[config.mk]
export PLATFORM = sky130hd
export DESIGN_NAME = sbus_frame_sync_decoder_flat
export DESIGN_NICKNAME = d
export VERILOG_FILES = /design/src/sv/sfsd_pkg.sv /design/src/sv/sfsd_in_if.sv /design/src/sv/sfsd_out_if.sv /design/src/sv/sbus_frame_sync_decoder.sv /design/src/sv/sfsd_cell.sv /design/src/sv/sfsd_emitter.sv /design/src/flat_wrapper.sv
export VERILOG_INCLUDE_DIRS = /design/src /design/src/sv
export SDC_FILE = /design/constraint.sdc
export NUM_CORES = 1
export LEC_CHECK = 0
export BUFFER_PORTS_ARGS = -buffer_cell sky130_fd_sc_hd__buf_2
export CORE_ASPECT_RATIO = 2
export CORE_UTILIZATION = 55
export DETAILED_ROUTE_END_ITERATION = 8
export HOLD_SLACK_MARGIN = 0.02
export PLACE_DENSITY_LB_ADDON = 0.15
export SYNTH_ARGS = -nofsm -noshare
export SYNTH_HDL_FRONTEND = slang
export SYNTH_HIERARCHICAL = 1
export SYNTH_SLANG_ARGS = --single-unit
[constraint.sdc]
create_clock -name clk -period 23.1 [get_ports clk]
set_clock_uncertainty 0.2 [all_clocks]
set_input_delay 2.31 -clock clk [delete_from_list [all_inputs] [get_ports clk]]
set_output_delay 2.31 -clock clk [all_outputs]
set_load 0.01 [all_outputs]
[src/sv/sbus_frame_sync_decoder_macros.svh]
// assertion helpers shared by the sbus decoder modules
// both expect clk and rst_n in the scope where they are used
`ifndef SBUS_FRAME_SYNC_DECODER_MACROS_SVH
`define SBUS_FRAME_SYNC_DECODER_MACROS_SVH

// same-cycle implication
`define SFSD_ASSERT_NOW(lbl, ante, cons, msg) \
  lbl: assert property (@(posedge clk) disable iff (!rst_n) (ante) |-> (cons)) else $error(msg);

// next-cycle implication
`define SFSD_ASSERT_NEXT(lbl, ante, cons, msg) \
  lbl: assert property (@(posedge clk) disable iff (!rst_n) (ante) |=> (cons)) else $error(msg);

`endif

[src/sv/sfsd_pkg.sv]
// ----------------------------------------------------------------------------
// sfsd_pkg
// shared types and constants of the sbus frame sync decoder
// ----------------------------------------------------------------------------
package sfsd_pkg;

  localparam int unsigned WIN_CELLS  = 24;   // bytes kept between items
  localparam int unsigned FILL_W     = 5;
  localparam int unsigned FLAGS_POS  = 23;
  localparam int unsigned LOST_BIT   = 2;
  localparam int unsigned FS_BIT     = 3;
  localparam int unsigned CHAN_W     = 11;
  localparam int unsigned NUM_CHANS  = 16;
  localparam int unsigned IDX_W      = 4;
  localparam int unsigned DATA_BYTES = 22;
  localparam int unsigned DATA_W     = DATA_BYTES * 8;
  localparam int unsigned CFG_IDX_W  = 1;

  localparam logic [7:0] START_MARK = 8'h0F;
  localparam logic [7:0] END_MARK   = 8'h00;

  localparam logic [CFG_IDX_W-1:0] CFG_FRAME_EN = 1'b0;
  localparam logic [CFG_IDX_W-1:0] CFG_ERROR_EN = 1'b1;

  typedef enum logic [1:0] {
    KIND_CHAN      = 2'd0,
    KIND_LOST      = 2'd1,
    KIND_FAILSAFE  = 2'd2,
    KIND_MALFORMED = 2'd3
  } kind_t;

  // request from the window control to the result emitter
  typedef struct packed {
    logic              vld;
    kind_t             kind;
    logic [7:0]        flags;
    logic [DATA_W-1:0] data;
  } emit_req_t;

endpackage

[src/sv/sfsd_in_if.sv]
// ----------------------------------------------------------------------------
// sfsd_in_if
// input channel: one received serial byte per item
// ----------------------------------------------------------------------------
interface sfsd_in_if;
  logic       valid;
  logic       ready;
  logic [7:0] rx_byte;

  modport source (output valid, output rx_byte, input ready);
  modport sink   (input valid, input rx_byte, output ready);
endinterface

[src/sv/sfsd_out_if.sv]
// ----------------------------------------------------------------------------
// sfsd_out_if
// result channel: one channel value or one error report per item
// ----------------------------------------------------------------------------
interface sfsd_out_if;
  logic        valid;
  logic        ready;
  logic [1:0]  result_kind;
  logic [3:0]  channel_index;
  logic [10:0] channel_value;
  logic [7:0]  flag_bits;
  logic        last_of_run;

  modport source (output valid, output result_kind, output channel_index,
                  output channel_value, output flag_bits, output last_of_run,
                  input ready);
  modport sink   (input valid, input result_kind, input channel_index,
                  input channel_value, input flag_bits, input last_of_run,
                  output ready);
endinterface

[src/sv/sbus_frame_sync_decoder.sv]
// ----------------------------------------------------------------------------
// sbus_frame_sync_decoder
// sliding-window sbus frame sync and decode of sixteen 11-bit channels
// ----------------------------------------------------------------------------
//   channel | dir | payload
//   in_ch   | in  | rx_byte
//   out_ch  | out | result_kind, channel_index, channel_value, flag_bits,
//           |     | last_of_run
//   cfg_*   | in  | cfg_we, cfg_idx, cfg_wdata
//
// one byte is taken per cycle; the window test is done in the cycle the
// 25th byte arrives, against 24 stored cells and the incoming byte
// a good frame gives sixteen items, one per cycle from the result register
// in_ready drops only when a byte would complete the window while the
// result register still holds items that are not being taken
// reset is synchronous active low; the window needs no clearing pass
// ----------------------------------------------------------------------------
`include "sbus_frame_sync_decoder_macros.svh"

module sbus_frame_sync_decoder
  import sfsd_pkg::*;
(
  input  logic                 clk,
  input  logic                 rst_n,
  sfsd_in_if.sink              in_ch,
  sfsd_out_if.source           out_ch,
  input  logic                 cfg_we,
  input  logic [CFG_IDX_W-1:0] cfg_idx,
  input  logic                 cfg_wdata
);

  // configuration
  logic frame_en_r, frame_en_nxt;
  logic error_en_r, error_en_nxt;

  always_comb begin
    frame_en_nxt = frame_en_r;
    error_en_nxt = error_en_r;
    if (cfg_we) begin
      unique case (cfg_idx)
        CFG_FRAME_EN: frame_en_nxt = cfg_wdata;
        CFG_ERROR_EN: error_en_nxt = cfg_wdata;
        default:      ;
      endcase
    end
  end

  // window fill count, never above 24 between items
  logic [FILL_W-1:0] fill_r, fill_nxt;
  logic              accept;
  logic              full_test;
  logic              can_take;
  logic [7:0]        win [WIN_CELLS];
  logic              start_ok;
  logic              end_ok;
  logic [7:0]        flags;
  logic              do_shift;
  emit_req_t         req;
  logic [DATA_W-1:0] frame_data;

  assign in_ch.ready = (fill_r != FILL_W'(WIN_CELLS)) || can_take;
  assign accept      = in_ch.valid && in_ch.ready;
  assign full_test   = accept && (fill_r == FILL_W'(WIN_CELLS));

  // window test: byte 0 in cell 0, byte 24 is the byte arriving now
  assign start_ok = (win[0] == START_MARK);
  assign end_ok   = (in_ch.rx_byte == END_MARK);
  assign flags    = win[FLAGS_POS];
  assign do_shift = full_test && !(start_ok && end_ok);

  // chain of byte cells; the last one takes the incoming byte on a shift
  for (genvar i = 0; i < WIN_CELLS; i++) begin : g_cell
    logic [7:0] nbr;
    if (i == WIN_CELLS - 1) begin : g_tail
      assign nbr = in_ch.rx_byte;
    end else begin : g_mid
      assign nbr = win[i+1];
    end
    sfsd_cell u_cell (
      .clk       (clk),
      .load_en   (accept && (fill_r == FILL_W'(i))),
      .shift_en  (do_shift),
      .rx_byte   (in_ch.rx_byte),
      .nbr_byte  (nbr),
      .cell_byte (win[i])
    );
  end

  // channel payload bytes 1..22, little-endian
  for (genvar b = 0; b < DATA_BYTES; b++) begin : g_data
    assign frame_data[8*b +: 8] = win[b+1];
  end

  always_comb begin
    fill_nxt  = fill_r;
    req.vld   = 1'b0;
    req.kind  = KIND_CHAN;
    req.flags = flags;
    req.data  = '0;
    if (accept) begin
      if (!full_test) begin
        fill_nxt = fill_r + FILL_W'(1);
      end else if (!start_ok) begin
        // out of sync: slide by one, nothing reported
        fill_nxt = fill_r;
      end else if (!end_ok) begin
        req.vld  = error_en_r;
        req.kind = KIND_MALFORMED;
      end else begin
        // whole frame consumed
        fill_nxt = '0;
        priority if (flags[LOST_BIT]) begin
          req.vld  = error_en_r;
          req.kind = KIND_LOST;
        end else if (flags[FS_BIT]) begin
          req.vld  = error_en_r;
          req.kind = KIND_FAILSAFE;
        end else begin
          req.vld  = frame_en_r;
          req.kind = KIND_CHAN;
          req.data = frame_data;
        end
      end
    end
  end

  always_ff @(posedge clk) begin
    if (!rst_n) begin
      fill_r     <= '0;
      frame_en_r <= 1'b1;
      error_en_r <= 1'b1;
    end else begin
      fill_r     <= fill_nxt;
      frame_en_r <= frame_en_nxt;
      error_en_r <= error_en_nxt;
    end
  end

  sfsd_emitter u_emitter (
    .clk      (clk),
    .rst_n    (rst_n),
    .req      (req),
    .can_take (can_take),
    .out_ch   (out_ch)
  );

  `SFSD_ASSERT_NOW(a_fill_range, 1'b1, fill_r <= FILL_W'(WIN_CELLS), "fill count out of range")
  `SFSD_ASSERT_NEXT(a_fill_step, accept && !full_test, fill_r == $past(fill_r) + FILL_W'(1), "fill count did not advance")
  `SFSD_ASSERT_NEXT(a_shift_keeps_full, do_shift, fill_r == FILL_W'(WIN_CELLS), "shift changed fill count")

endmodule

[src/sv/sfsd_cell.sv]
// ----------------------------------------------------------------------------
// sfsd_cell
// one byte of the sliding window: loads a new byte or takes its neighbor's
// ----------------------------------------------------------------------------
module sfsd_cell
  import sfsd_pkg::*;
(
  input  logic       clk,
  input  logic       load_en,
  input  logic       shift_en,
  input  logic [7:0] rx_byte,
  input  logic [7:0] nbr_byte,
  output logic [7:0] cell_byte
);

  logic [7:0] byte_r;
  logic [7:0] byte_nxt;

  always_comb begin
    byte_nxt = byte_r;
    if (shift_en) begin
      byte_nxt = nbr_byte;
    end else if (load_en) begin
      byte_nxt = rx_byte;
    end
  end

  always_ff @(posedge clk) begin
    byte_r <= byte_nxt;
  end

  assign cell_byte = byte_r;

endmodule

[src/sv/sfsd_emitter.sv]
// ----------------------------------------------------------------------------
// sfsd_emitter
// result register: sends one error item or sixteen channel items per frame
// ----------------------------------------------------------------------------
`include "sbus_frame_sync_decoder_macros.svh"

module sfsd_emitter
  import sfsd_pkg::*;
(
  input  logic             clk,
  input  logic             rst_n,
  input  emit_req_t        req,
  output logic             can_take,
  sfsd_out_if.source       out_ch
);

  logic              vld_r,   vld_nxt;
  kind_t             kind_r,  kind_nxt;
  logic [IDX_W-1:0]  idx_r,   idx_nxt;
  logic [7:0]        flags_r, flags_nxt;
  logic [DATA_W-1:0] data_r,  data_nxt;
  logic              last;
  logic              pop;

  assign last     = (kind_r != KIND_CHAN) || (idx_r == IDX_W'(NUM_CHANS - 1));
  assign pop      = vld_r && out_ch.ready;
  assign can_take = !vld_r || (out_ch.ready && last);

  always_comb begin
    vld_nxt   = vld_r;
    kind_nxt  = kind_r;
    idx_nxt   = idx_r;
    flags_nxt = flags_r;
    data_nxt  = data_r;
    if (req.vld) begin
      vld_nxt   = 1'b1;
      kind_nxt  = req.kind;
      idx_nxt   = '0;
      flags_nxt = req.flags;
      data_nxt  = req.data;
    end else if (pop) begin
      if (last) begin
        vld_nxt = 1'b0;
      end else begin
        idx_nxt  = idx_r + IDX_W'(1);
        data_nxt = data_r >> CHAN_W;   // next channel drops into the low bits
      end
    end
  end

  always_ff @(posedge clk) begin
    if (!rst_n) begin
      vld_r <= 1'b0;
    end else begin
      vld_r <= vld_nxt;
    end
    kind_r  <= kind_nxt;
    idx_r   <= idx_nxt;
    flags_r <= flags_nxt;
    data_r  <= data_nxt;
  end

  assign out_ch.valid         = vld_r;
  assign out_ch.result_kind   = kind_r;
  assign out_ch.channel_index = idx_r;
  assign out_ch.channel_value = data_r[CHAN_W-1:0];
  assign out_ch.flag_bits     = flags_r;
  assign out_ch.last_of_run   = last;

  `SFSD_ASSERT_NOW(a_req_when_free, req.vld, can_take, "emitter overrun")
  `SFSD_ASSERT_NOW(a_err_idx_zero, vld_r && (kind_r != KIND_CHAN), idx_r == '0, "error item with channel index")
  `SFSD_ASSERT_NEXT(a_chan_step, pop && !last && !req.vld, vld_r && (idx_r == $past(idx_r) + IDX_W'(1)), "channel sequence broken")

endmodule
[src/flat_wrapper.sv]
// flat-port wrapper written by rule: the top's interface ports become plain ports
module sbus_frame_sync_decoder_flat import sfsd_pkg::*;
  (clk, rst_n, cfg_we, cfg_idx, cfg_wdata, in_ch_valid, in_ch_rx_byte, in_ch_ready, out_ch_valid, out_ch_result_kind, out_ch_channel_index, out_ch_channel_value, out_ch_flag_bits, out_ch_last_of_run, out_ch_ready);
  sfsd_in_if in_ch_i ();
  sfsd_out_if out_ch_i ();
  input  logic clk;
  input  logic rst_n;
  input  logic cfg_we;
  input  logic [CFG_IDX_W-1:0] cfg_idx;
  input  logic cfg_wdata;
  input wire logic [$bits(in_ch_i.valid)-1:0] in_ch_valid;
  input wire logic [$bits(in_ch_i.rx_byte)-1:0] in_ch_rx_byte;
  output wire logic [$bits(in_ch_i.ready)-1:0] in_ch_ready;
  output wire logic [$bits(out_ch_i.valid)-1:0] out_ch_valid;
  output wire logic [$bits(out_ch_i.result_kind)-1:0] out_ch_result_kind;
  output wire logic [$bits(out_ch_i.channel_index)-1:0] out_ch_channel_index;
  output wire logic [$bits(out_ch_i.channel_value)-1:0] out_ch_channel_value;
  output wire logic [$bits(out_ch_i.flag_bits)-1:0] out_ch_flag_bits;
  output wire logic [$bits(out_ch_i.last_of_run)-1:0] out_ch_last_of_run;
  input wire logic [$bits(out_ch_i.ready)-1:0] out_ch_ready;
  assign in_ch_i.valid = in_ch_valid;
  assign in_ch_i.rx_byte = in_ch_rx_byte;
  assign in_ch_ready = in_ch_i.ready;
  assign out_ch_valid = out_ch_i.valid;
  assign out_ch_result_kind = out_ch_i.result_kind;
  assign out_ch_channel_index = out_ch_i.channel_index;
  assign out_ch_channel_value = out_ch_i.channel_value;
  assign out_ch_flag_bits = out_ch_i.flag_bits;
  assign out_ch_last_of_run = out_ch_i.last_of_run;
  assign out_ch_i.ready = out_ch_ready;
  sbus_frame_sync_decoder u_core (.clk(clk), .rst_n(rst_n), .in_ch(in_ch_i), .out_ch(out_ch_i), .cfg_we(cfg_we), .cfg_idx(cfg_idx), .cfg_wdata(cfg_wdata));
endmodule
==> Word level (Yosys, flattened, before mapping) <==
Cells that the tools add are included.
{ "totals": {"ff_bits": 390, "input_bits": 15} }
{ "classes": {"n_eq_ne": 30, "mux": 69, "bitwise": 2, "reduce_logical": 71, "addsub": 2} }
{ "op_table": {"columns": ["operator", "n"], "rows": [
  ["$mux W176", 9],
  ["$mux W8", 48],
  ["$reduce_bool A2 Y1", 27],
  ["$eq A5 B5 Y1 const B", 9],
  ["$eq A5 B4 Y1 const B", 8],
  ["$logic_and A1 B1 Y1", 30],
  ["$eq A5 B3 Y1 const B", 4],
  ["$mux W3", 6],
  ["$mux W5", 3],
  ["$eq A5 B2 Y1 const B", 2],
  ["$reduce_and A2 Y1", 5],
  ["$eq A8 B4 Y1 const B", 1],
  ["$logic_not A8 Y1", 1],
  ["$reduce_and A3 Y1", 2],
  ["$add A5 B1 Y5 const B", 1],
  ["$eq A5 B1 Y1 const B", 1],
  ["$logic_not A5 Y1", 1],
  ["$ne A5 B5 Y1 const B", 1],
  ["$add A4 B1 Y4 const B", 1],
  ["$eq A4 B4 Y1 const B", 1],
  ["$ne A2 B2 Y1 const B", 2],
  ["$logic_or A1 B1 Y1", 3],
  ["$mux W1", 3],
  ["$logic_not A1 Y1", 2],
  ["2 further kinds", 3]
]} }

==> Logic depth before layout (Yosys ltp) <==
{ "logic_depth": {"depth_word": 11, "depth_mapped": 12, "ltp_nobuf": 9} }

==> By module <==
Netlist, hierarchy kept.
{ "modules_own_cells": {"columns": ["mod", "seq_area_each_um2", "area_per_inst_um2", "instances", "cells_each"], "rows": [
  ["sfsd_cell", 240.2, 377.9, 24, 18],
  ["sfsd_emitter", 5685.5, 7933.9, 1, 423],
  ["sbus_frame_sync_decoder", 140.1, 2026.9, 1, 296]
]} }

==> Worst setup path before layout <==
Ideal clock, no wire load.
{ "synth_path": {"path_type": "input-to-reg", "start": "in out_ch_ready", "end": "reg u_core.u_emitter.data_r[0], enable pin", "required_ns": 22.166, "path_stages": 2, "path_slack_ns": 11.951, "n_path_buf": 0, "arrival_time_ns": 10.215, "cell_sequence": "nand2_1 > o21ai_1"} }
{ "synth_between": {"elab_chain_cells": 9, "elab_cells_between_ends": 11} }
{ "synth_lines": {"columns": ["item", "line", "source"], "rows": [
  ["start, declared", "flat_wrapper.sv:20", "input wire logic [$bits(out_ch_i.ready)-1:0] out_ch_ready;"],
  ["$logic_and A1 B1 Y1", "sfsd_emitter.sv:27", "assign can_take = !vld_r || (out_ch.ready && last);"],
  ["$logic_or A1 B1 Y1", "sfsd_emitter.sv:27", null],
  ["$logic_or A1 B1 Y1", "sbus_frame_sync_decoder.sv:61", "assign in_ch.ready = (fill_r != FILL_W'(WIN_CELLS)) || can_take;"],
  ["$logic_and A1 B1 Y1", "sbus_frame_sync_decoder.sv:62", "assign accept = in_ch.valid && in_ch.ready;"],
  ["$logic_and A1 B1 Y1", "sbus_frame_sync_decoder.sv:63", "assign full_test = accept && (fill_r == FILL_W'(WIN_CELLS));"],
  ["$mux W3", "sbus_frame_sync_decoder.sv:101", "if (!full_test) begin"],
  ["$mux W3", "sbus_frame_sync_decoder.sv:100", "if (accept) begin"],
  ["$ne A2 B1 Y1 (no source line) / $reduce_bool A2 Y1 (equally long branches)", null, null],
  ["$reduce_and A2 Y1 (no source line) (*)", null, null],
  ["end signal, assigned", "sfsd_emitter.sv:60", "data_r <= data_nxt;"],
  ["end, declared", "sfsd_emitter.sv:21", "logic [DATA_W-1:0] data_r, data_nxt;"]
]} }
Mark *: on every way between the ends. The rest lies on a longest branch, timed or not.
A chain may end at the register's enable or synchronous reset.

==> Worst setup path after layout <==
{ "layout_path": {"start": "in in_ch_rx_byte[4]", "end": "reg u_core.g_cell[11].u_cell.byte_r[4], enable pin"} }
{ "layout_between": {"elab_chain_cells": 5} }
{ "layout_lines": {"columns": ["item", "line", "source"], "rows": [
  ["start, declared", "flat_wrapper.sv:12", "input wire logic [$bits(in_ch_i.rx_byte)-1:0] in_ch_rx_byte;"],
  ["$logic_not A8 Y1", "sbus_frame_sync_decoder.sv:67", "assign end_ok = (in_ch.rx_byte == END_MARK);"],
  ["$logic_and A1 B1 Y1", "sbus_frame_sync_decoder.sv:69", "assign do_shift = full_test && !(start_ok && end_ok);"],
  ["$logic_not A1 Y1", "sbus_frame_sync_decoder.sv:69", null],
  ["$logic_and A1 B1 Y1", "sbus_frame_sync_decoder.sv:69", null],
  ["via u_core.do_shift", "sbus_frame_sync_decoder.sv:57", "logic do_shift;"],
  ["$reduce_bool A2 Y1 (no source line)", null, null],
  ["end signal, assigned", "sfsd_cell.sv:29", "byte_r <= byte_nxt;"],
  ["end, declared", "sfsd_cell.sv:16", "logic [7:0] byte_r;"]
]} }
The timed path passes the listed nets, and every way through them passes these cells.

==> qor.yml <==
overflow: 0
die_h_um: 265
period_minus_slack_ps: 6190
endpoint_kind: "flip-flop"
io_buffers: 42
numCtsBuffers: 36
async_flop_share_pct: 0
status: "complete, no violations"
max-vdd-ir-drop_uv: 64.4
crit_chain: "buf_2 > buf_4 > nor4_2 > nand4_1 > and2_4 > buf_4 > buf_4 > or2_1"
worstPathRequired_ps: 23070
first_pass_iters: 4
viasPerCell: 5.62
rows: 96
synthDistinctLibCells: 40
clk_path_buf_depth: 3
routabilityCongestion: 0.823
power_density_nw_per_um2: 67.8
crit_path_start_kind: "primary input"
cp_top_family: "buffers and inverters"
cts_hold_buf: 0
slowest_stage: "and2_4"
clkLatencyLatePin_ps: 520
hold_ws_ps: 273
cp.buffers_inverters: 4
place_inst: 1576
hp-class: "flip-flop to flip-flop"
critPathMaxFanout: 64
dr.first_iter.drc_count: 605
route.detailed.drc: 0
synth_fp_nets: 1172
cp.arrival_ps: 6170
drive_gt1_share_pct: 39.4
synth_enable_flop_cells: 378
drtAntennaViolNets: 0
rsz0062_at_grt: "false"
cap_violations: 0
wl_per_cell_um: 25.0
final_cell_count_no_fill: 1639
grt_usage_pct: 23.7
htreeDepth: 2
fin_nets: 1194
antenna_cells: 0
drv_slew: 0
area_delta_synth_final_pct: 7.23
start_util_pct: 55.6
core_area_sq_um: 34200
grt_pass1_wl_um: 61100
syn_inst: 1151
fp.dieW_um: 134
hold_viol: 0
tightest_slew_ps: 1100
synth-seq-cells: 390
post-route-period-util_pct: 26.8
grt_pass1_vias: 9837
clkTransAtPathRegs_ps: 60
syn_area_per_cell_sq_um: 16.5
die-area_sq_um: 35400
ys_seq_area_share_pct: 60.9
grt_max_degree: 78
cts_resized: 0
synth_flop_cell: "edfxtp_1"
cts_root_buffer: "clkbuf_16"
max_stage_delay_ps: 910
rrSetupSlack_ps: 17920
antenna_found_initial: 0
finalSetupTns_ps: 0
leakage_nw: 6.96
slew_headroom_pct: 26.6
drt-total-wl_um: 40900
post_cts_buffers: 0
critPathMostFrequentCell: "buf_4"
cts_tree: "built"
io_pins: 43
dr_total_vias: 9213
cts_sinks: 390
fin_util_pct: 59.6
syn_area_sq_um: 19000
setup_viol: 0
nFillCells: 2660
worstSetupPathType: "primary input to flip-flop"
yosysWarnings: 6
max_freq_ghz: 0.161
hpwl_um: 26700
==> worst reg2reg max path, cell delays in order (launching register included) <==
cell     delay [ps]
dfxtp_1         380
ha_1            190
a311o_1         470
nand2_1         100
nand2_1         140
nand2_1          90
nor2_1          180
and2_4          920
buf_4           840
buf_4           880
or2_1           450
==> flip-flops by register name, indices dropped and copies added, names as in the netlist <==
name / flops
u_core/frame_en_r: 1
u_core/u_emitter/out_ch.flag_bits: 8
u_core/fill_r: 5
u_core/u_emitter/out_ch.result_kind: 2
u_core/u_emitter/out_ch.valid: 1
u_core/u_emitter/out_ch.channel_index: 4
u_core/error_en_r: 1
u_core/u_emitter/data_r: 176
u_core/g_cell.u_cell/cell_byte: 192
==> stage by stage <==
step	setup slack (ps)	power, mW	instance area [sq um]
after global placement	16470	0.832	19300
after global routing	16680	1.42	20400
final	16910	1.38	20400
after detailed placement	16390	0.833	19300
after CTS	16930	1.40	20400
after floorplan	11950	0.817	19000
==> synthesized netlist by cell type (all sizes together) (6+ instances only) <==
| master | n | area share (%) |
|---|---|---|
| inv | 8 | 0.16 |
| clkbuf | 9 | 0.18 |
| nor2 | 8 | 0.20 |
| buf | 68 | 3.1 |
| dfxtp | 12 | 1.3 |
| ha | 6 | 0.39 |
| and2 | 212 | 7.0 |
| mux2 | 357 | 25 |
| edfxtp | 378 | 60 |
| a21oi | 7 | 0.18 |
| or2 | 25 | 0.82 |
| nand2 | 17 | 0.34 |
==> placed cells by master, fill, tap and decap left out, types with 3 or more instances in the layout <==
master and count:
a21oi_1 7, and2_1 211, buf_2 42, buf_4 19, clkbuf_1 10, clkbuf_16 37
clkinv_1 9, clkinv_2 5, dfxtp_1 12, edfxtp_1 378, ha_1 6, inv_1 8
mux2_2 165, mux2_4 192, mux2i_1 3, nand2_1 17, nand2b_1 3, nand3_1 5
nor2_1 6, nor3_1 4, nor4_2 3, or2_1 24
==> final timing paths <==
path | start | to | cells past startpoint
worst max-delay path | in_ch_rx_byte[4] | u_core/g_cell[11].u_cell/cell_byte[4] | 8
worst min-delay path | u_core/g_cell[23].u_cell/cell_byte[5] | u_core/u_emitter/out_ch.flag_bits[5] | 0
worst max register to register | u_core/u_emitter/out_ch.channel_index[0] | u_core/g_cell[11].u_cell/cell_byte[4] | 10
worst min register to register | u_core/g_cell[23].u_cell/cell_byte[5] | u_core/u_emitter/out_ch.flag_bits[5] | 0
==> kinds of logic after synthesis <==
family | after synthesis | synth area share [%]
AOI/OAI and AO/OA | 23 | 0.769
adders and majority gates | 6 | 0.394
buffers and inverters | 85 | 3.48
DFF | 390 | 60.9
muxes | 360 | 25.1
and+or+nand+nor | 287 | 9.37
==> layer usage <==
| metal | vias up | routed length, um | track usage [%] |
|---|---|---|---|
| met3 | 50 | 882 | 2.36 |
| met5 | - | 0 | 0 |
| met1 | 4762 | 14500 | 24.4 |
| met4 | 0 | 1060 | 7.56 |
| li1 | 4278 | - | - |
| met2 | 123 | 24400 | 48.4 |
==> cell type report <==
cell class | count | area [sq um] | area share (%)
sequential | 390 | 11600 | 56.8
clock buffer | 47 | 963 | 4.72
multi-input combinational | 676 | 6800 | 33.3
inverter | 8 | 30.0 | 0.147
tap | 441 | 552 | 2.70
timing repair buffer | 61 | 353 | 1.73
clock inverter | 16 | 119 | 0.583
==> report_power, final <==
part / internal, mW / switching, mW
clock network: 0.316 / 0.250
logic: 0.0250 / 0.0188
registers: 0.772 / 0.00185
(Power assumes the default switching activity.)
